$ cat src/design/gmt_pkg.sv
// shared types and constants for the gossip membership table
package gmt_pkg;

    localparam int TABLE_DEPTH_DEF = 64;
    localparam int KEY_W           = 32;
    localparam int SLOT_W          = 6;
    localparam int COUNT_W         = 7;

    typedef enum logic [1:0] {
        ACT_MERGE,
        ACT_HEARTBEAT,
        ACT_OFFLINE,
        ACT_DUMP
    } t_action;

    typedef enum logic [2:0] {
        OC_UPDATED,
        OC_INSERTED,
        OC_IGNORED,
        OC_FULL,
        OC_BAD_INDEX,
        OC_DUMP
    } t_outcome;

    typedef enum logic [2:0] {
        ST_IDLE,
        ST_SCAN,
        ST_FETCH,
        ST_MODIFY,
        ST_DUMP
    } t_state;

    typedef struct packed {
        logic [KEY_W-1:0] key;
        logic [31:0]      generation;
        logic [31:0]      version;
        logic             online;
    } t_entry;

    typedef struct packed {
        logic [1:0]        action;
        logic [KEY_W-1:0]  host_key;
        logic [31:0]       peer_generation;
        logic [31:0]       peer_version;
        logic              peer_online;
        logic [SLOT_W-1:0] entry_index;
    } t_req;

    typedef struct packed {
        logic [2:0]         outcome;
        logic [SLOT_W-1:0]  slot;
        logic [KEY_W-1:0]   out_key;
        logic [31:0]        out_generation;
        logic [31:0]        out_version;
        logic               out_online;
        logic [COUNT_W-1:0] entry_count;
        logic               last;
    } t_rsp;

endpackage

$ cat src/design/gmt_ctrl.sv
// sequencer: scans the table one entry per cycle, compares, updates and emits results
module gmt_ctrl import gmt_pkg::*; #(
    parameter int TABLE_DEPTH = TABLE_DEPTH_DEF,
    localparam int AW = $clog2(TABLE_DEPTH),
    localparam int CW = $clog2(TABLE_DEPTH + 1)
) (
    input  logic          i_clk,
    input  logic          i_rst_n,
    input  logic          i_start,
    output logic          o_busy,
    input  t_req          i_req,
    output logic [AW-1:0] o_rd_addr,
    input  t_entry        i_rd_data,
    output logic          o_wr_en,
    output logic [AW-1:0] o_wr_addr,
    output t_entry        o_wr_data,
    output logic          o_strobe,
    output t_rsp          o_rsp
);

    t_state          r_state, n_state;
    t_req            r_req, n_req;
    logic [CW-1:0]   r_idx, n_idx;
    logic [CW-1:0]   r_cmp_idx, n_cmp_idx;
    logic            r_pend, n_pend;
    logic [CW-1:0]   r_count, n_count;
    logic            r_stb, n_stb;
    t_rsp            r_rsp, n_rsp;

    logic            hit;
    logic            newer;
    logic            in_range;
    logic            dump_last;
    t_entry          peer;
    t_entry          bumped;

    function automatic t_rsp make_rsp(input t_outcome oc, input logic [CW-1:0] slot,
                                      input t_entry e, input logic [CW-1:0] cnt,
                                      input logic last);
        t_rsp r;
        r.outcome        = oc;
        r.slot           = SLOT_W'(slot);
        r.out_key        = e.key;
        r.out_generation = e.generation;
        r.out_version    = e.version;
        r.out_online     = e.online;
        r.entry_count    = COUNT_W'(cnt);
        r.last           = last;
        return r;
    endfunction

    assign peer = '{key: r_req.host_key, generation: r_req.peer_generation,
                    version: r_req.peer_version, online: r_req.peer_online};

    // compare unit for the merge scan: key match and record age
    assign hit   = r_pend && (i_rd_data.key == r_req.host_key);
    assign newer = (r_req.peer_generation > i_rd_data.generation) ||
                   ((r_req.peer_generation == i_rd_data.generation) &&
                    (r_req.peer_version > i_rd_data.version));

    assign in_range  = {1'b0, i_req.entry_index} < COUNT_W'(r_count);
    assign dump_last = (r_cmp_idx == r_count - CW'(1));

    assign bumped = '{key: i_rd_data.key, generation: i_rd_data.generation,
                      version: i_rd_data.version + 32'd1,
                      online: (t_action'(r_req.action) == ACT_HEARTBEAT)};

    always_ff @(posedge i_clk) begin
        if (!i_rst_n) begin
            r_state <= ST_IDLE;
            r_count <= CW'(1);
            r_pend  <= 1'b0;
            r_stb   <= 1'b0;
        end else begin
            r_state <= n_state;
            r_count <= n_count;
            r_pend  <= n_pend;
            r_stb   <= n_stb;
        end
    end

    always_ff @(posedge i_clk) begin
        r_req     <= n_req;
        r_idx     <= n_idx;
        r_cmp_idx <= n_cmp_idx;
        r_rsp     <= n_rsp;
    end

    always_comb begin
        n_state   = r_state;
        n_req     = r_req;
        n_idx     = r_idx;
        n_cmp_idx = r_cmp_idx;
        n_pend    = 1'b0;
        n_count   = r_count;
        n_stb     = 1'b0;
        n_rsp     = r_rsp;
        o_rd_addr = r_idx[AW-1:0];
        o_wr_en   = 1'b0;
        o_wr_addr = r_idx[AW-1:0];
        o_wr_data = bumped;

        unique case (r_state)
            ST_IDLE: begin
                if (i_start) begin
                    n_req = i_req;
                    n_idx = '0;
                    unique case (t_action'(i_req.action))
                        ACT_MERGE:     n_state = ST_SCAN;
                        ACT_HEARTBEAT: n_state = ST_FETCH;
                        ACT_OFFLINE: begin
                            if (in_range) begin
                                n_idx   = CW'(i_req.entry_index);
                                n_state = ST_FETCH;
                            end else begin
                                n_stb = 1'b1;
                                n_rsp = make_rsp(OC_BAD_INDEX, '0, '0, r_count, 1'b1);
                            end
                        end
                        ACT_DUMP:      n_state = ST_DUMP;
                        default:       n_state = ST_IDLE;
                    endcase
                end
            end

            ST_SCAN: begin
                // issue the next read while the previous entry is compared
                if (r_idx < r_count) begin
                    n_idx     = r_idx + CW'(1);
                    n_cmp_idx = r_idx;
                    n_pend    = 1'b1;
                end
                priority if (hit) begin
                    n_state = ST_IDLE;
                    n_pend  = 1'b0;
                    n_stb   = 1'b1;
                    if (newer) begin
                        o_wr_en   = 1'b1;
                        o_wr_addr = r_cmp_idx[AW-1:0];
                        o_wr_data = peer;
                        n_rsp     = make_rsp(OC_UPDATED, r_cmp_idx, peer, r_count, 1'b1);
                    end else begin
                        n_rsp = make_rsp(OC_IGNORED, r_cmp_idx, i_rd_data, r_count, 1'b1);
                    end
                end else if (!r_pend && r_idx == r_count) begin
                    n_state = ST_IDLE;
                    n_stb   = 1'b1;
                    if (r_count < CW'(TABLE_DEPTH)) begin
                        o_wr_en   = 1'b1;
                        o_wr_addr = r_count[AW-1:0];
                        o_wr_data = peer;
                        n_count   = r_count + CW'(1);
                        n_rsp     = make_rsp(OC_INSERTED, r_count, peer,
                                             r_count + CW'(1), 1'b1);
                    end else begin
                        n_rsp = make_rsp(OC_FULL, '0, '0, r_count, 1'b1);
                    end
                end else begin
                    n_state = ST_SCAN;
                end
            end

            ST_FETCH: begin
                n_state = ST_MODIFY;
            end

            ST_MODIFY: begin
                o_wr_en = 1'b1;
                n_stb   = 1'b1;
                n_rsp   = make_rsp(OC_UPDATED, r_idx, bumped, r_count, 1'b1);
                n_state = ST_IDLE;
            end

            ST_DUMP: begin
                if (r_idx < r_count) begin
                    n_idx     = r_idx + CW'(1);
                    n_cmp_idx = r_idx;
                    n_pend    = 1'b1;
                end
                if (r_pend) begin
                    n_stb = 1'b1;
                    n_rsp = make_rsp(OC_DUMP, r_cmp_idx, i_rd_data, r_count, dump_last);
                    if (dump_last) begin
                        n_state = ST_IDLE;
                        n_pend  = 1'b0;
                    end
                end
            end

            default: begin
                n_state = ST_IDLE;
            end
        endcase
    end

    assign o_busy   = (r_state != ST_IDLE);
    assign o_strobe = r_stb;
    assign o_rsp    = r_rsp;

endmodule

$ cat config.mk
export PLATFORM = sky130hd
export DESIGN_NAME = gmt_ctrl
export DESIGN_NICKNAME = d
export VERILOG_FILES = /design/src/design/gmt_pkg.sv /design/src/design/gmt_ctrl.sv
export SDC_FILE = /design/constraint.sdc
export NUM_CORES = 1
export LEC_CHECK = 0
export ABC_CLOCK_PERIOD_IN_PS = 20500
export BUFFER_PORTS_ARGS = -buffer_cell sky130_fd_sc_hd__buf_2
export CAP_MARGIN = 20
export CORE_AREA = 3 3 168 170
export DETAILED_ROUTE_END_ITERATION = 16
export DIE_AREA = 0 0 171 173
export MAX_ROUTING_LAYER = met4
export PLACE_DENSITY = 0.8
export SYNTH_ARGS = -nofsm -noshare
export SYNTH_HDL_FRONTEND = slang
export SYNTH_SLANG_ARGS = --single-unit
$ cat constraint.sdc
create_clock -name i_clk -period 20.5 [get_ports i_clk]
set_input_delay 2.05 -clock i_clk [delete_from_list [all_inputs] [get_ports i_clk]]
set_output_delay 2.05 -clock i_clk [all_outputs]
set_load 0.02 [all_outputs]
Yosys cells after proc, flatten, opt, wreduce, memory -nomap -nowiden
Cells that the tools add are included.
{"block": "op_classes", "add_sub_neg": 4, "n_lt_le_gt_ge": 5, "n_eq_ne": 20, "mux": 49, "bitwise": 1, "n_reduce_logical": 17}
{"cell": "2-to-1 mux 114 bit", "n": 6}
{"cell": "2-to-1 mux 97 bit", "n": 5}
{"cell": "one-hot mux 114 bit (4 select lines)", "n": 1}
{"cell": "2-to-1 mux 113 bit", "n": 2}
{"cell": "equality test 32 bit", "n": 2}
{"cell": "> comparator 32 bit", "n": 2}
{"cell": "2-to-1 mux 6 bit", "n": 7}
{"cell": "adder 32 x 1 -> 32 bit (second input constant)", "n": 1}
{"cell": "one-hot mux 3 bit (4 select lines)", "n": 2}
{"cell": "2-to-1 mux 1 bit", "n": 16}
{"cell": "adder 7 x 1 -> 7 bit (second input constant)", "n": 2}
{"cell": "equality test 7 bit", "n": 2}
{"cell": "2-to-1 mux 7 bit", "n": 2}
{"cell": "one-hot mux 7 bit (2 select lines)", "n": 1}
{"cell": "2-to-1 mux 3 bit", "n": 4}
{"cell": "!= test 2 bit (second input constant)", "n": 4}
{"cell": "AND reduction 4 bit", "n": 2}
{"cell": "< comparator 6 x 7 -> 1 bit", "n": 1}
{"cell": "< comparator 7 bit", "n": 1}
{"cell": "< comparator 7 bit (second input constant)", "n": 1}
{"cell": "subtractor 7 x 1 -> 7 bit (second input constant)", "n": 1}
{"cell": "equality test 3 x 2 -> 1 bit (second input constant)", "n": 2}
{"cell": "!= test 3 bit (second input constant)", "n": 2}
{"cell": "AND reduction 6 bit", "n": 1}
{"cell": "other kinds (19)", "n": 26}
{"block": "totals", "regBits": 239, "input_bits": 205, "out_inout_bits": 226, "word_cells": 115}

Logic depth before layout (Yosys ltp)
Gate-level depths: netlist of run 1.
{"block": "logic_depth", "depth_word": 6, "depth_mapped": 14, "mapped_depth_nobuf": 10}

Least setup slack after synthesis of run 1
OpenSTA, ideal clock, no wires.
{"block": "synth_path", "path_kind": "input -> register", "startpoint": "in i_rd_data[76] in the netlist's numbering", "endpoint": "reg r_stb, in the netlist o_strobe", "setup_ns": 0.099, "arrival_time_ns": 12.203, "required_ns": 20.401, "path_slack_ns": 8.198, "cell_stages": 8, "path_buffers": 0, "path_cell_list": "xnor2_1 > nand4_1 > nor4_1 > nand3_1 > nand2_1 > nor2_1 > a211oi_1 > o211a_1"}
{"block": "synth_via", "elab_chain_len": 4}
{"element": "from (decl)", "line_no": "gmt_ctrl.sv:13", "text": "input t_entry i_rd_data,"}
{"element": "equality test 32 bit", "line_no": "gmt_ctrl.sv:56", "text": "assign hit = r_pend && (i_rd_data.key == r_req.host_key);"}
{"element": "logical AND 1 bit", "line_no": "gmt_ctrl.sv:56"}
{"element": "2-to-1 mux 1 bit", "line_no": "gmt_ctrl.sv:133", "text": "priority if (hit) begin"}
{"element": "one-hot mux 1 bit (4 select lines)", "line_no": "gmt_ctrl.sv:103", "text": "unique case (r_state)"}
{"element": "to (signal assigned)", "line_no": "gmt_ctrl.sv:78", "text": "r_stb <= n_stb;"}
{"element": "to (decl)", "line_no": "gmt_ctrl.sv:27", "text": "logic r_stb, n_stb;"}
Every way passes these cells.
A chain may end at the register's enable or synchronous reset.

==> flow_summary.json, run 1 <==
{
  "run_status": "finished, final reports clean",
  "min_period_ps": 8130,
  "yosys_warnings": 0,
  "grt_pass1_wl_mm": 66.7,
  "place.gp.congestion": 0.950,
  "async_flop_share_pct": 0,
  "arrival_ps": 6080,
  "dr.pass1.iters": 6,
  "ir_worst_vdd_mv": 0.0681,
  "sw_frac_of_total_pct": 33.7,
  "area_growth_pct": 23.8,
  "final_hold_viol_count": 0,
  "maxCapViolations": 0,
  "cts_resized": 0,
  "h-tree-depth": 1,
  "cp-end-kind": "primary output",
  "initialDrtViolationCount": 1159,
  "p_switching_w": 0.000562,
  "clk_pin_slew_ps": 60,
  "crit_type": "input port to primary output",
  "leakagePower_nw": 7.33,
  "combPwrFrac_pct": 27.9,
  "rows": 60,
  "utilization_pct": 64.0,
  "cts_setup_buffers": 0,
  "clockBufferDepth": 3,
  "power.density_mw_per_mm2": 96.9,
  "port_buffers": 430,
  "cts_hold_buffers": 0,
  "hold_class": "flop to flop",
  "critPathMaxFanout": 62,
  "fmax_ghz": 0.123,
  "nNetsFinal": 1906,
  "start_util_pct": 51.7,
  "synth_edf_count": 227,
  "grtUsageTotal_pct": 29.6,
  "wl_per_cell_um": 22.5,
  "synth_seq_cells": 239,
  "syn_area_mm2": 0.0139,
  "p_int_w": 0.00110,
  "die_area_mm2": 0.0296,
  "synthesis.nets": 1491,
  "setup_viol_count_final": 0,
  "drc": 0,
  "num-fill-cells": 2089,
  "required_ps": 18450,
  "fin_tns_setup_ps": 0,
  "synth_ff_type": "edfxtp_1",
  "syn_inst": 1201,
  "slew_violations": 0,
  "yosysUniqueCellTypes": 63,
  "tightest_slew_ps": 1070,
  "final.period_utilization_pct": 39.7,
  "io_pins": 431,
  "core_mm2": 0.0269,
  "via_per_inst": 6.00,
  "grt_pass1_vias": 11691,
  "cts_buffers": 27,
  "drtAntennaViolNets": 0,
  "final_cell_mix": "430 x buf_2, 227 x edfxtp_1, 97 x inv_1, 93 x nand2_1, 85 x ha_1",
  "antenna_found_initial": 5,
  "skew_ps": 8.67,
  "clockRootBuffer": "clkbuf_16",
  "die_h_um": 173,
  "grt_start_max_net_pins": 83,
  "ys_seq_area_share_pct": 50.8,
  "clock_latency_ps": 540,
  "layout_commonest_cell": "buf_2",
  "clkPwrFrac_pct": 29.0,
  "rsz0062_at_grt": "no",
  "wl_mm": 44.7,
  "vias": 11906,
  "drive_gt1_share_pct": 34.4,
  "die_w_um": 171,
  "slew_headroom_pct": 28.5,
  "clock-sinks": 239,
  "globalRouteOverflowTotal": 0,
  "avgSynthCellArea_um2": 11.6,
  "dp_hpwl_mm": 33.3,
  "tritoncts": "done",
  "seqPwrFrac_pct": 43.1,
  "crit_path_start_kind": "input port"
}
[critical path: stages]
cell	delay (ps)
buf_2	100
inv_1	50
ha_1	310
a21oi_1	140
o21ai_0	170
a221o_1	320
o31a_1	250
o31ai_2	460
a21oi_2	160
o21ai_4	600
buf_4	810
mux2_2	430
buf_2	170
[state kept, by name, indices dropped and copies added, names as in the netlist]
register,flops
r_req,2
peer,97
r_state,3
r_idx,7
r_count,7
o_rsp,114
r_cmp_idx,7
o_strobe,1
r_pend,1
[path summary, 6_finish.rpt]
path / startpoint / end / slack (ps) / cells after the start
setup reg to reg: peer[76] / o_rsp[73] / 16510 / 9
hold reg to reg: r_idx[6] / r_cmp_idx[6] / 540 / 0
hold / removal: r_idx[6] / r_cmp_idx[6] / 540 / 0
setup / recovery: i_rd_data[40] / o_wr_data[79] / 12370 / 13
[metal layers]
metal	GRT usage, %	routed length, µm	up-vias
li1	-	-	5367
met3	5.72	3870	156
met5	-	0	-
met4	14.3	2560	0
met2	49.3	21700	715
met1	34.2	16600	5668
[cells in the mapped netlist (30+ instances only)]
cell | n | area, µm²
nor3_1 | 30 | 150
a21oi_1 | 48 | 240
nand3_1 | 40 | 200
o21ai_0 | 41 | 205
inv_1 | 97 | 364
mux2_2 | 66 | 743
ha_1 | 85 | 1060
a22o_1 | 67 | 587
nor2_1 | 47 | 176
edfxtp_1 | 227 | 6820
nand2_1 | 93 | 349
xnor2_1 | 80 | 701
[metrics by stage]
stage | std cells | setup slack (ps) | hold WS [ps] | instance area, µm² | power [W]
global placement | 1926 | 12020 | 513 | 16300 | 0.00117
detailed placement | 1928 | 12290 | 514 | 16300 | 0.00119
floorplan | 1201 | 8200 | 479 | 13900 | 0.00103
global route | 1983 | 12110 | 542 | 17200 | 0.00174
finish | 1983 | 12370 | 535 | 17200 | 0.00167
CTS | 1978 | 12280 | 531 | 17200 | 0.00167
[power groups by stage]
stage	Clock, W	Combinational (W)	Sequential (W)
CTS	0.000490	0.000463	0.000716
global placement	0	0.000447	0.000724
finish	0.000484	0.000464	0.000719
detailed placement	0	0.000461	0.000725
global route	0.000510	0.000500	0.000725
floorplan	0	0.000245	0.000784
[logic make-up after synthesis]
| logic type | synth area share, % |
|---|---|
| and+or+nand+nor | 10.4 |
| buffers and inverters | 5.02 |
| adders and majority gates | 7.65 |
| muxes | 7.81 |
| DFF | 50.8 |
| AOI/OAI and AO/OA | 13.0 |
| xor gates and xnor gates | 5.30 |
[area by class of cell]
class | instances | area, µm² | area share [%]
Multi-Input combinational cell | 809 | 6180 | 35.9
Sequential cell | 239 | 7060 | 41.0
Inverter | 97 | 364 | 2.12
Tap cell | 341 | 427 | 2.48
Timing Repair Buffer | 442 | 2280 | 13.3
Clock buffer | 35 | 726 | 4.22
Clock inverter | 15 | 151 | 0.880
Antenna cell | 5 | 12.5 | 0.0728
Power figures use the tool's default switching activity.
==> run 2: changes to the inputs <==
==> config.mk (replaced) <==
export PLATFORM = sky130hd
export DESIGN_NAME = gmt_ctrl
export DESIGN_NICKNAME = d
export VERILOG_FILES = /design/src/design/gmt_pkg.sv /design/src/design/gmt_ctrl.sv
export SDC_FILE = /design/constraint.sdc
export NUM_CORES = 1
export LEC_CHECK = 0
export ABC_CLOCK_PERIOD_IN_PS = 8050
export BUFFER_PORTS_ARGS = -buffer_cell sky130_fd_sc_hd__buf_2
export CAP_MARGIN = 20
export CORE_MARGIN = 3
export CORE_UTILIZATION = 52
export DETAILED_ROUTE_END_ITERATION = 16
export MAX_ROUTING_LAYER = met4
export PLACE_DENSITY = 0.81
export SYNTH_ARGS = -nofsm -noshare
export SYNTH_HDL_FRONTEND = slang
export SYNTH_SLANG_ARGS = --single-unit
==> constraint.sdc (replaced) <==
create_clock -name i_clk -period 8.05 [get_ports i_clk]
set_input_delay 0.805 -clock i_clk [delete_from_list [all_inputs] [get_ports i_clk]]
set_output_delay 0.805 -clock i_clk [all_outputs]
set_load 0.02 [all_outputs]
==> flow_summary.json, run 2 (synthesis gave the netlist of run 1 again) <==
{
  "run_status": "finished, final reports clean",
  "skew_ps": 15.6,
  "final_cell_mix": "430 x buf_2, 227 x edfxtp_1, 97 x inv_1, 93 x nand2_1, 85 x ha_1",
  "clock_latency_ps": 540,
  "tightest_slew_ps": 1070,
  "clock-sinks": 239,
  "crit_path_start_kind": "flop",
  "grt_start_max_net_pins": 83,
  "initialDrtViolationCount": 1260,
  "required_ps": 7240,
  "grt_pass1_vias": 11791,
  "min_from": "i_req[34]",
  "reg2reg_from": "peer[40]",
  "rrSetupSlack_ps": 3990,
  "whs_ps": 436,
  "crit_type": "flop to primary output",
  "place.gp.congestion": 0.956,
  "slew_violations": 0,
  "ir_worst_vdd_mv": 0.246,
  "die_w_um": 169,
  "area_growth_pct": 23.9,
  "grt_pass1_wl_mm": 67.3,
  "grtUsageTotal_pct": 30.9,
  "cts_hold_buffers": 0,
  "final_hold_viol_count": 0,
  "fin_tns_setup_ps": 0,
  "hold_class": "input port to flop",
  "place_area_mm2": 0.0163,
  "port_buffers": 430,
  "globalRouteOverflowTotal": 0,
  "clockRootBuffer": "clkbuf_16",
  "dr.pass1.iters": 5,
  "final.period_utilization_pct": 64.4,
  "cts_buffers": 27,
  "min_period_ps": 5180,
  "dp_slack_ps": 2970,
  "cp-end-kind": "primary output",
  "reg2reg_to": "o_rsp[46]",
  "slew_headroom_pct": 28.4,
  "layout_commonest_cell": "buf_2",
  "crit_path_top_delay_cell": "buf_4",
  "io_pins": 431,
  "arrival_ps": 4380,
  "wl_per_cell_um": 22.8,
  "rsz0062_at_grt": "no",
  "vias": 11979,
  "clk_pin_slew_ps": 70,
  "die_h_um": 169,
  "power.density_mw_per_mm2": 251,
  "r2r_cells": 11,
  "largest_register_ffs": 114,
  "utilization_pct": 65.9,
  "wl_mm": 45.1,
  "tritoncts": "done",
  "start_util_pct": 53.2,
  "drtAntennaViolNets": 0,
  "h-tree-depth": 1,
  "clockBufferDepth": 3,
  "cts_setup_buffers": 0,
  "setup_viol_count_final": 0,
  "rows": 59,
  "fin_area_mm2": 0.0172,
  "holdPathStages": 1,
  "fmax_ghz": 0.193,
  "cp_slowest_stage_delay_ps": 670,
  "crit_chain": "ha_1 > a21oi_1 > o21ai_0 > a221o_1 > o31a_1 > o31ai_2 > a21oi_2 > o21ai_4 > buf_4 > mux2_2 > buf_2",
  "core_mm2": 0.0261,
  "drive_gt1_share_pct": 34.4,
  "maxCapViolations": 0,
  "hold_end": "peer[28]",
  "cts_resized": 0,
  "critPathMaxFanout": 58,
  "drc": 0,
  "via_per_inst": 6.06,
  "fin_ws_ps": 2870,
  "cp_num_buf_inv": 2,
  "antenna_found_initial": 6,
  "cp_top_family": "compound AO/OA/AOI/OAI gates",
  "leakagePower_nw": 7.35,
  "dp_hpwl_mm": 33.7,
  "nNetsFinal": 1907,
  "die_area_mm2": 0.0287
}
==> run 2: worst max-delay path by stage <==
stage             startpoint            end  slack, ps  cells after the start
2_1_floorplan  i_rd_data[76]       o_rsp[0]       1040                      7
5_1_grt             peer[40]  o_wr_data[79]       2630                     11
6_report            peer[40]  o_wr_data[79]       2870                     11
3_3_place_gp   i_rd_data[40]  o_wr_data[69]       3120                     13
4_1_cts             peer[40]  o_wr_data[79]       2870                     11
3_5_place_dp   i_rd_data[40]  o_wr_data[79]       2970                     13
==> run 2: worst reg2reg max path: stages, from the launching register on <==
cell      delay [ps]
edfxtp_1         450
ha_1             350
a21oi_1          160
o21ai_0          180
a221o_1          330
o31a_1           250
o31ai_2          490
a31o_1           220
buf_4            350
nand2b_2         190
buf_4            600
a22o_1           340
==> run 2: metal layers <==
layer / up-vias / GRT usage [%] / part of all wire (%)
met5: - / - / 0
met4: 0 / 12.9 / 5.0
met3: 147 / 6.13 / 8.7
met2: 721 / 51.7 / 49
met1: 5742 / 36.7 / 37
li1: 5369 / - / -
==> run 2: cell type report <==
type | instances | area [µm²]
repair buffers | 443 | 2260
multi-input cells | 809 | 6180
inverters | 97 | 364
flip-flops and latches | 239 | 7060
clock buffers | 35 | 736
clock inverters | 14 | 193
fillers | 1998 | 8910
well taps | 335 | 419
diodes | 6 | 15.0
==> run 2: where the power goes <==
part           leakage, nW  total, W  switching [W]  internal [W]
clock network        0.455   0.00130       0.000502      0.000800
registers             2.26   0.00183       0.000152       0.00168
logic                 4.64   0.00118       0.000782      0.000402
==> run 2: stage by stage <==
| step | total power [W] | std cells |
|---|---|---|
| floorplan | 0.00260 | 1201 |
| global placement | 0.00298 | 1922 |
| detailed placement | 0.00302 | 1923 |
| CTS | 0.00432 | 1972 |
| global route | 0.00449 | 1978 |
| finish | 0.00432 | 1978 |
